$ cat src/hw/rtl/rotary_encoder_key_events_unit_macros.svh
// Assertion helpers for the RTL of the rotary encoder event unit.
`ifndef ROTARY_ENCODER_KEY_EVENTS_UNIT_MACROS_SVH
`define ROTARY_ENCODER_KEY_EVENTS_UNIT_MACROS_SVH

// Clocked check that is switched off while reset is asserted.
`define REK_ASSERT(label, prop, msg) \
  label: assert property (@(posedge clk_i) disable iff (!rst_ni) (prop)) else $error(msg);

// Clocked check that also holds during reset.
`define REK_ASSERT_ALWAYS(label, prop, msg) \
  label: assert property (@(posedge clk_i) (prop)) else $error(msg);

`endif

$ cat src/hw/rtl/rek_pkg.sv
`default_nettype none

package rek_pkg;

  typedef enum logic [3:0] {
    EV_CW       = 4'd0,
    EV_CCW      = 4'd1,
    EV_FAST_CW  = 4'd2,
    EV_FAST_CCW = 4'd3,
    EV_KEY_CW   = 4'd4,
    EV_KEY_CCW  = 4'd5,
    EV_SINGLE   = 4'd6,
    EV_DOUBLE   = 4'd7,
    EV_LONG     = 4'd8
  } ev_code_e;

  // Configuration register indexes.
  localparam logic [2:0] CFG_FAST_STEP     = 3'd0;
  localparam logic [2:0] CFG_BIG_STEP      = 3'd1;
  localparam logic [2:0] CFG_BIG_STEP_EN   = 3'd2;
  localparam logic [2:0] CFG_FAST_WINDOW   = 3'd3;
  localparam logic [2:0] CFG_HOLD          = 3'd4;
  localparam logic [2:0] CFG_DOUBLE_WINDOW = 3'd5;
  localparam logic [2:0] CFG_SINGLE_MAX    = 3'd6;

  localparam int unsigned CfgIdxW  = 3;
  localparam int unsigned CfgDataW = 16;

  typedef struct packed {
    logic        key_down;
    logic        chan_a;
    logic        chan_b;
    logic        ms_tick;
  } in_item_t;

  typedef struct packed {
    logic [3:0]         event_code;
    logic signed [15:0] position;
    logic [15:0]        click_ms;
  } out_item_t;

  typedef struct packed {
    logic [15:0] fast_step;
    logic [15:0] big_step;
    logic        big_step_enable;
    logic [7:0]  fast_window_ms;
    logic [15:0] hold_ms;
    logic [15:0] double_window_ms;
    logic [15:0] single_max_ms;
  } cfg_t;

  localparam cfg_t CfgReset = '{
    fast_step:        16'd10,
    big_step:         16'd100,
    big_step_enable:  1'b1,
    fast_window_ms:   8'd30,
    hold_ms:          16'd3000,
    double_window_ms: 16'd380,
    single_max_ms:    16'd230
  };

  function automatic logic [15:0] sat_inc16(input logic [15:0] v);
    return (v == 16'hFFFF) ? v : v + 16'd1;
  endfunction

endpackage

`default_nettype wire

$ cat src/hw/rtl/rek_core.sv
`default_nettype none

`include "rotary_encoder_key_events_unit_macros.svh"

module rek_core
  import rek_pkg::*;
(
  input  wire logic      clk_i,
  input  wire logic      rst_ni,
  input  wire logic      adv_i,
  input  wire in_item_t  item_i,
  input  wire cfg_t      cfg_i,
  output logic           res_valid_o,
  output out_item_t      res_o
);

  localparam logic [1:0] PH_IDLE    = 2'd0;
  localparam logic [1:0] PH_PRESSED = 2'd1;
  localparam logic [1:0] PH_WAITING = 2'd2;
  localparam logic [1:0] PH_BLOCKED = 2'd3;

  logic [15:0] pos_q, pos_d;
  logic        a_prev_q, a_prev_d;
  logic        key_prev_q, key_prev_d;
  logic [7:0]  since_q, since_d;
  logic [15:0] press_q, press_d;
  logic [15:0] release_q, release_d;
  logic [15:0] first_q, first_d;
  logic [1:0]  cnt_q, cnt_d;
  logic        rot_q, rot_d;
  logic [1:0]  phase_q, phase_d;

  logic [7:0]  since_t;
  logic [15:0] press_t, release_t, first_t, first_k, press_k, release_k, delta;
  logic [1:0]  cnt_k, phase_k;
  logic        rot_k, key_chg, stale, step, fast, key;
  ev_code_e    code;

  assign key  = item_i.key_down;
  assign step = item_i.chan_a && !a_prev_q;

  always_comb begin
    // Timers advance first.
    since_t   = (item_i.ms_tick && since_q != 8'hFF) ? since_q + 8'd1 : since_q;
    press_t   = (item_i.ms_tick && key_prev_q) ? sat_inc16(press_q) : press_q;
    release_t = (item_i.ms_tick && phase_q == PH_WAITING) ? sat_inc16(release_q)
                                                          : release_q;
    first_t   = (item_i.ms_tick && first_q != 16'd0) ? sat_inc16(first_q) : first_q;

    // Key change.
    key_chg   = key != key_prev_q;
    stale     = (first_t != 16'd0) && ((first_t - 16'd1) > cfg_i.double_window_ms);
    first_k   = first_t;
    cnt_k     = cnt_q;
    press_k   = press_t;
    release_k = release_t;
    phase_k   = phase_q;
    rot_k     = rot_q;
    if (key_chg) begin
      if (stale) begin
        first_k = 16'd0;
        cnt_k   = 2'd0;
      end
      if (key) begin
        press_k = 16'd0;
        if (phase_q == PH_IDLE) phase_k = PH_PRESSED;
      end else begin
        if (cnt_k != 2'd3) cnt_k = cnt_k + 2'd1;
        if (cnt_k == 2'd1 && first_k == 16'd0) first_k = 16'd1;
        if (phase_q == PH_PRESSED) begin
          phase_k   = PH_WAITING;
          release_k = 16'd0;
        end else if (phase_q == PH_BLOCKED) begin
          phase_k = PH_IDLE;
        end
      end
      rot_k = 1'b0;
    end

    fast = (since_t < cfg_i.fast_window_ms) && !key;
    if (key) begin
      code  = item_i.chan_b ? EV_KEY_CW : EV_KEY_CCW;
      delta = cfg_i.big_step_enable ? cfg_i.big_step : 16'd1;
    end else if (fast) begin
      code  = item_i.chan_b ? EV_FAST_CW : EV_FAST_CCW;
      delta = cfg_i.fast_step;
    end else begin
      code  = item_i.chan_b ? EV_CW : EV_CCW;
      delta = 16'd1;
    end

    pos_d       = pos_q;
    a_prev_d    = item_i.chan_a;
    key_prev_d  = key;
    since_d     = since_t;
    press_d     = press_k;
    release_d   = release_k;
    first_d     = first_k;
    cnt_d       = cnt_k;
    rot_d       = rot_k;
    phase_d     = phase_k;
    res_valid_o = 1'b0;
    res_o       = '{event_code: EV_CW, position: $signed(pos_q), click_ms: 16'd0};

    if (step) begin
      pos_d   = item_i.chan_b ? pos_q + delta : pos_q - delta;
      since_d = 8'd0;
      cnt_d   = 2'd0;
      rot_d   = 1'b1;
      if (phase_k == PH_PRESSED) begin
        phase_d = PH_BLOCKED;
      end else if (phase_k == PH_WAITING) begin
        phase_d = key ? PH_BLOCKED : PH_IDLE;
      end
      res_valid_o = 1'b1;
      res_o       = '{event_code: code, position: $signed(pos_d), click_ms: 16'd0};
    end else begin
      unique case (phase_k)
        PH_PRESSED: begin
          if (key && press_k >= cfg_i.hold_ms) begin
            phase_d     = PH_BLOCKED;
            res_valid_o = 1'b1;
            res_o.event_code = EV_LONG;
            res_o.click_ms   = cfg_i.hold_ms;
          end
        end
        PH_WAITING: begin
          if (release_k >= cfg_i.double_window_ms) begin
            phase_d = key ? PH_PRESSED : PH_IDLE;
            if (cnt_k == 2'd2) begin
              res_valid_o = 1'b1;
              res_o.event_code = EV_DOUBLE;
              res_o.click_ms   = press_k;
            end else if (!key && press_k != 16'd0 && press_k < cfg_i.single_max_ms
                         && !rot_k) begin
              res_valid_o = 1'b1;
              res_o.event_code = EV_SINGLE;
              res_o.click_ms   = press_k;
            end
          end
        end
        PH_IDLE, PH_BLOCKED: ;
        default: ;
      endcase
    end
  end

  always_ff @(posedge clk_i or negedge rst_ni) begin
    if (!rst_ni) begin
      pos_q      <= 16'd0;
      a_prev_q   <= 1'b1;
      key_prev_q <= 1'b0;
      since_q    <= 8'hFF;
      press_q    <= 16'd0;
      release_q  <= 16'd0;
      first_q    <= 16'd0;
      cnt_q      <= 2'd0;
      rot_q      <= 1'b0;
      phase_q    <= PH_IDLE;
    end else if (adv_i) begin
      pos_q      <= pos_d;
      a_prev_q   <= a_prev_d;
      key_prev_q <= key_prev_d;
      since_q    <= since_d;
      press_q    <= press_d;
      release_q  <= release_d;
      first_q    <= first_d;
      cnt_q      <= cnt_d;
      rot_q      <= rot_d;
      phase_q    <= phase_d;
    end
  end

  `REK_ASSERT(a_rot_no_ms,
              res_valid_o && step |-> res_o.click_ms == 16'd0,
              "rotation with click time")
  `REK_ASSERT(a_step_clears_timer,
              adv_i && step |=> since_q == 8'd0 && cnt_q == 2'd0,
              "step did not clear timers")
  `REK_ASSERT(a_long_blocks,
              adv_i && res_valid_o && res_o.event_code == EV_LONG |=> phase_q == PH_BLOCKED,
              "long click not blocked")
  `REK_ASSERT(a_pos_only_on_step,
              !(adv_i && step) |=> $stable(pos_q),
              "position moved without step")

endmodule

`default_nettype wire

$ cat src/hw/rtl/rek_out_reg.sv
`default_nettype none

module rek_out_reg
  import rek_pkg::*;
(
  input  wire logic      clk_i,
  input  wire logic      rst_ni,
  input  wire logic      load_i,
  input  wire out_item_t item_i,
  output logic           free_o,
  output logic           out_valid_o,
  input  wire logic      out_stall_i,
  output out_item_t      out_item_o
);

  logic      valid_q, valid_d;
  out_item_t item_q;

  // The register can take a new result when empty or when its transaction completes now.
  assign free_o      = !valid_q || !out_stall_i;
  assign valid_d     = free_o ? load_i : valid_q;
  assign out_valid_o = valid_q;
  assign out_item_o  = item_q;

  always_ff @(posedge clk_i or negedge rst_ni) begin
    if (!rst_ni) begin
      valid_q <= 1'b0;
    end else begin
      valid_q <= valid_d;
    end
  end

  always_ff @(posedge clk_i) begin
    if (free_o && load_i) begin
      item_q <= item_i;
    end
  end

endmodule

`default_nettype wire

$ cat src/hw/rtl/rotary_encoder_key_events_unit.sv
// Path: a sample is captured in the input register; its result is then captured in the result
// register, from which the output side can take it.
// Throughput: one sample per cycle, set by the combinational update of the encoder and
// click state between those two registers; stall on the output holds the input side.
// Reset: rst_ni is asynchronous and active low; it restores the register defaults and the
// encoder and click state (step timer saturated, channel A high) and empties both registers.
`default_nettype none

module rotary_encoder_key_events_unit
  import rek_pkg::*;
(
  input  wire logic                clk_i,
  input  wire logic                rst_ni,
  input  wire logic                in_valid_i,
  output logic                     in_stall_o,
  input  wire in_item_t            in_item_i,
  output logic                     out_valid_o,
  input  wire logic                out_stall_i,
  output out_item_t                out_item_o,
  input  wire logic                cfg_we_i,
  input  wire logic [CfgIdxW-1:0]  cfg_idx_i,
  input  wire logic [CfgDataW-1:0] cfg_wdata_i
);

  cfg_t      cfg_q;
  in_item_t  in_q;
  logic      in_valid_q;
  logic      adv, out_free, res_valid;
  out_item_t res;

  assign adv        = in_valid_q && out_free;
  assign in_stall_o = in_valid_q && !adv;

  always_ff @(posedge clk_i or negedge rst_ni) begin
    if (!rst_ni) begin
      in_valid_q <= 1'b0;
    end else if (!in_stall_o) begin
      in_valid_q <= in_valid_i;
    end
  end

  always_ff @(posedge clk_i) begin
    if (in_valid_i && !in_stall_o) begin
      in_q <= in_item_i;
    end
  end

  always_ff @(posedge clk_i or negedge rst_ni) begin
    if (!rst_ni) begin
      cfg_q <= CfgReset;
    end else if (cfg_we_i) begin
      unique case (cfg_idx_i)
        CFG_FAST_STEP:     cfg_q.fast_step        <= cfg_wdata_i;
        CFG_BIG_STEP:      cfg_q.big_step         <= cfg_wdata_i;
        CFG_BIG_STEP_EN:   cfg_q.big_step_enable  <= cfg_wdata_i[0];
        CFG_FAST_WINDOW:   cfg_q.fast_window_ms   <= cfg_wdata_i[7:0];
        CFG_HOLD:          cfg_q.hold_ms          <= cfg_wdata_i;
        CFG_DOUBLE_WINDOW: cfg_q.double_window_ms <= cfg_wdata_i;
        CFG_SINGLE_MAX:    cfg_q.single_max_ms    <= cfg_wdata_i;
        default: ;
      endcase
    end
  end

  rek_core u_core (
    .clk_i       (clk_i),
    .rst_ni      (rst_ni),
    .adv_i       (adv),
    .item_i      (in_q),
    .cfg_i       (cfg_q),
    .res_valid_o (res_valid),
    .res_o       (res)
  );

  rek_out_reg u_out (
    .clk_i       (clk_i),
    .rst_ni      (rst_ni),
    .load_i      (adv && res_valid),
    .item_i      (res),
    .free_o      (out_free),
    .out_valid_o (out_valid_o),
    .out_stall_i (out_stall_i),
    .out_item_o  (out_item_o)
  );

endmodule

`default_nettype wire
$ cat config.mk
export PLATFORM = sky130hd
export DESIGN_NAME = rotary_encoder_key_events_unit
export DESIGN_NICKNAME = d
export VERILOG_FILES = /design/src/hw/rtl/rek_pkg.sv /design/src/hw/rtl/rek_core.sv /design/src/hw/rtl/rek_out_reg.sv /design/src/hw/rtl/rotary_encoder_key_events_unit.sv
export VERILOG_INCLUDE_DIRS = /design/src /design/src/hw/rtl
export SDC_FILE = /design/constraint.sdc
export NUM_CORES = 1
export LEC_CHECK = 0
export BUFFER_PORTS_ARGS = -buffer_cell sky130_fd_sc_hd__buf_2
export CORE_MARGIN = 8
export CORE_UTILIZATION = 58
export CTS_BUF_LIST = sky130_fd_sc_hd__clkbuf_4 sky130_fd_sc_hd__clkbuf_8
export DETAILED_ROUTE_END_ITERATION = 10
export HOLD_SLACK_MARGIN = 0.02
export PLACE_DENSITY_LB_ADDON = 0.05
export RECOVER_POWER = 100
export SYNTH_ARGS = -nofsm -noshare
export SYNTH_HDL_FRONTEND = slang
export SYNTH_HIERARCHICAL = 1
export SYNTH_SLANG_ARGS = --single-unit
$ cat constraint.sdc
create_clock -name clk_i -period 6.7 [get_ports clk_i]
set_input_delay 1.34 -clock clk_i [delete_from_list [all_inputs] [get_ports clk_i]]
set_output_delay 1.34 -clock clk_i [all_outputs]
set_load 0.01 [all_outputs]
==> metrics list <==
- Run status: finished with violations
- Violations in the final reports: max-capacitance violations, max-slew violations
- For this configuration, the core starts out at a cell density of 0.5896.
- Antenna violations before repair: 0
* Core Footprint: 23470 um2
* Vias per cell: 5.900
- Tmin final: 6234 ps
- In the final timing run, aggregate negative setup slack is 0 ps.
- The clock drives 210 sinks.
* Non-Filler Instances: 1792
- The first detailed-routing pass ran for 5 iterations.
* CP top delay family: compound AO/OA/AOI/OAI gates
* Overflow after GRT: 0
- IR analysis of the VDD net gives a maximum drop of 0.2148 mV.
- Among the stages of the critical path, the cell type that occurs most often is a21o_1.
- Worst slew margin: -1.937
- 66 I/O pins were placed.
- STA puts the critical path data required time at 6900 ps.
- Synthesized cell area: 13840 um2
- Counting every net in the synthesized netlist gives 1503.
- Counting cells, the worst reg-to-reg path comes to 23.
- Counting flops and latches in the post-synthesis netlist gives 210.
- Worst min-delay path endpoint: u_core/rot_q
- Global-route wire length before repair: 54570 um
- After detailed routing, the wire length on met1 is 16410 um.
- Number of DRC markers after the initial detailed-route iteration: 734
- Maximum number of pins on one net before global-route repair: 79
- Syn avg cell area: 10.07 um2
- Input and output buffers added on the ports amount to 65.
* WL/cell: 18.71 um
* Drc violations: 0
- Of the synthesized area, sequential elements account for 0.3976.
* Reported net switching power: 1.862 mW
- The synthesized design contains 40 enable-type register cells.
- Via count of the first global-routing pass: 10.20k
- Top achievable clock speed: 0.1604 GHz
- Die outline height: 170.5 um
* DRT Wirelength: 33530 um
- Crit-path slowest cell: or4b_1
- After clock tree synthesis, the clock-pin slew on the worst setup and hold paths is 60 ps.
- Number of antenna cells inserted: 0
- In the detailed route, the total length drawn on met3 is 1523 um.
- Clock network fraction of total power: 0.260
- Area growth syn-to-layout: 9.123%
- Clock tree from TritonCTS: built
- Met2 wire length: 14780 um
- Post-layout utilization of the core: 0.6433
- For this block, the via count after detailed routing is 10.57k.
- H-Tree Depth: 2
- Counting along the longest clock path gives a buffer depth of 3.
- Counting flops with an async set or reset pin after synthesis yields a share of 0.8095.
- Clock latency on the worst-skew pair: 540 ps
* Total buffers and inverters traversed by the critical path: 2
- Setup slack on the worst reg-to-reg path comes out at 470 ps.
- The most used flip-flop cell after synthesis is dfrtp_1.
- Tot GR Track Use: 0.2338
- Traced cell by cell, the critical path runs through inv_1 -> ha_1 -> or4b_1 -> o41a_1 -> a311o_1 -> a211oi_2 -> nand3_1 -> nor2_1 -> nand2_1 -> xor2_1 -> ha_1 -> a21o_1 -> a21o_1 -> a21o_1 -> a21o_1 -> a221oi_1 -> a211o_2 -> o31a_2 -> o21ai_0 -> nand3_1 -> and3_1 -> a21boi_4 -> buf_6.
- Topmost layer with routed signal wires: met4
- Of all nets on the critical path, the largest fanout is 36.
- The number of placed instances, taps included, is 1718.
* Element type at the critical path start: register
* Transition at the pin with the smallest max-transition slack: 4405 ps
- Setup repair after global routing left no endpoint under its margin.
* Max Transition Viols Final: 159
* Library cell used as clock root buffer: clkbuf_8
- FP Rows: 56
- Antenna-violating nets left: 0
* Number of nets in the layout: 1571
- Power spread over the standard cell area amounts to 336.8 nW/um2.
* Count of endpoints failing hold in the final timing report: 0
* Die Footprint: 29060 um2
* Number of setup violations in the final report: 0
- Cell count of the worst hold path: 2
* Post-synth cell types: 94
* Internal: 3.225 mW
- Net Sw Frac: 0.3661
- Stage delay of the slowest cell on the critical path: 510 ps
* Yosys warnings: 6
- The share of total power dissipated in combinational logic is 0.381.
* Source of the worst register-to-register timing path: u_core/first_q[0]
- The startpoint identified for the worst hold timing path is u_core/rot_q.
- The tool flagged a number of max-cap violations equal to 3.
* Post-detailed-placement half-perimeter wirelength: 24220 um
- In this run the static leakage power is 6.712 nW.
* Total clock buffers created by CTS: 39
* Routability Congestion: 0.8962
- In this run the critical register-to-register path is captured at u_out/out_item_o[0].
- Of the available clock period, the critical path in the final layout requires 0.9305.
- The share of total power dissipated in sequential elements is 0.359.
* Worst setup skew after layout: 17.95 ps
- Path class of the lowest-slack min-delay path: reg2reg
- Critical path capture point type: register
* Die width: 170.5 um
- Critical path start-end classification: reg2reg
- Critical path data arrival time: 6430 ps
- Fraction of final layout cells with drive strength greater than 1: 0.1976
- Number of instances in the synthesized netlist: 1374
[power groups by stage]
| stage | Clock [mW] | Combinational [mW] | Sequential, mW |
|---|---|---|---|
| after floorplan | 0 | 1.52 | 1.78 |
| after global placement | 0 | 1.86 | 1.84 |
| after detailed placement | 0 | 1.91 | 1.84 |
| after CTS | 1.36 | 1.92 | 1.83 |
| after global routing | 1.40 | 2.19 | 1.87 |
| final | 1.32 | 1.94 | 1.83 |
[placed cells by master, fill, tap and decap left out, types with 9 or more instances in the layout]
| master | count |
|---|---|
| nand3_1 | 44 |
| a22oi_1 | 16 |
| a21o_1 | 26 |
| o2bb2ai_1 | 13 |
| a31oi_1 | 20 |
| xnor2_1 | 51 |
| clkbuf_1 | 46 |
| a21oi_1 | 49 |
| a22o_1 | 13 |
| inv_1 | 96 |
| xor2_1 | 30 |
| ha_1 | 100 |
| and3_1 | 14 |
| mux2_1 | 9 |
| nand2b_1 | 16 |
| mux2i_1 | 16 |
| nor3_1 | 28 |
| nand4_1 | 21 |
| edfxtp_1 | 40 |
| and4_1 | 9 |
| clkbuf_8 | 49 |
| nor2_1 | 110 |
| dfstp_2 | 37 |
| o21ai_0 | 62 |
| buf_4 | 9 |
| buf_2 | 23 |
| mux2_2 | 109 |
| clkbuf_4 | 13 |
| dfrtp_1 | 133 |
| nand2_1 | 97 |
[tightest hold or removal path, cell delays in order, from the launching register on]
cell and delay [ps]:
dfrtp_1 340, nand2_1 50, nand2_1 60
[metal layers]
metal,GRT usage,up-vias
met5,0,-
met4,0.06903,0
met3,0.03684,49
met2,0.3576,221
met1,0.3367,5172
li1,-,5130
[logic make-up (layout without fill, tap and decap cells)]
logic type,after synthesis,in the layout,synth area share
AO/OA/AOI/OAI,283,283,0.1437
XOR/XNOR,81,81,0.05127
adder cells (fa/ha/maj),101,101,0.09186
buffers and inverters,152,251,0.05000
flip-flops,210,210,0.3976
multiplexers,136,136,0.1119
AND/OR/NAND/NOR,411,411,0.1537
[metrics by stage]
| stage | setup WS (ps) | hold WS, ps | power [mW] | area [um2] |
|---|---|---|---|---|
| 3_3_place_gp | 396.5 | 456.7 | 3.697 | 14380 |
| 5_1_grt | 5.965 | 489.1 | 5.460 | 15100 |
| 4_1_cts | 181.7 | 473.6 | 5.106 | 15230 |
| 6_report | 465.6 | 474.2 | 5.087 | 15100 |
| 3_5_place_dp | 214.6 | 459.7 | 3.754 | 14380 |
| 2_1_floorplan | 165.8 | 439.2 | 3.298 | 13840 |
[worst max path at each step]
stage               cells after the start         startpoint                   end
finish                                 23  u_core/first_q[0]   u_out/out_item_o[0]
global placement                       30  u_core/since_q[0]  u_out/out_item_o[31]
floorplan                              30  u_core/since_q[0]  u_out/out_item_o[31]
CTS                                    30  u_core/since_q[0]  u_out/out_item_o[31]
detailed placement                     30  u_core/since_q[0]  u_out/out_item_o[31]
global route                           30  u_core/since_q[0]  u_out/out_item_o[31]
[registers in the layout, summed over array words and instances (netlist names), 4 cells and up]
signal	cells
u_out/out_item_o	36
cfg_q	89
u_core/pos_q	16
u_core/first_q	16
u_core/release_q	16
in_q	4
u_core/press_q	16
u_core/since_q	8
[cells in the mapped netlist (14+ instances only)]
cell type	number	area, um2
ha_1	100	1251
nand4_1	21	131.4
a22oi_1	16	120.1
a31oi_1	21	131.4
xnor2_1	51	446.7
edfxtp_1	40	1201
mux2i_1	16	160.2
a21oi_1	50	250.2
nand3_1	44	220.2
nor2_1	110	412.9
a21o_1	26	195.2
o21ai_0	65	325.3
nand2b_1	16	100.1
nand2_1	97	364.1
inv_1	96	360.4
clkbuf_1	29	108.9
dfrtp_1	133	3328
xor2_1	30	262.8
and3_1	14	87.58
nor3_1	28	140.1
mux2_2	110	1239
dfstp_2	37	972.2
[cell type report]
cell class	instances	area [um2]
clock buffer	61	764.5
clock inverter	11	83.83
fill	1999	8372
inverter	97	364.1
multi-input combinational	1012	7604
sequential	210	5502
tap	319	399.1
timing repair buffer	82	384.1
[what timing repair did]
action	4_1_cts	5_1_grt
endpoints found under the hold margin	0	0
setup buffers	0	2
hold buffers	0	0
gates resized for setup	0	10
setup endpoints to repair	0	8
Power figures use the tool's default switching activity.
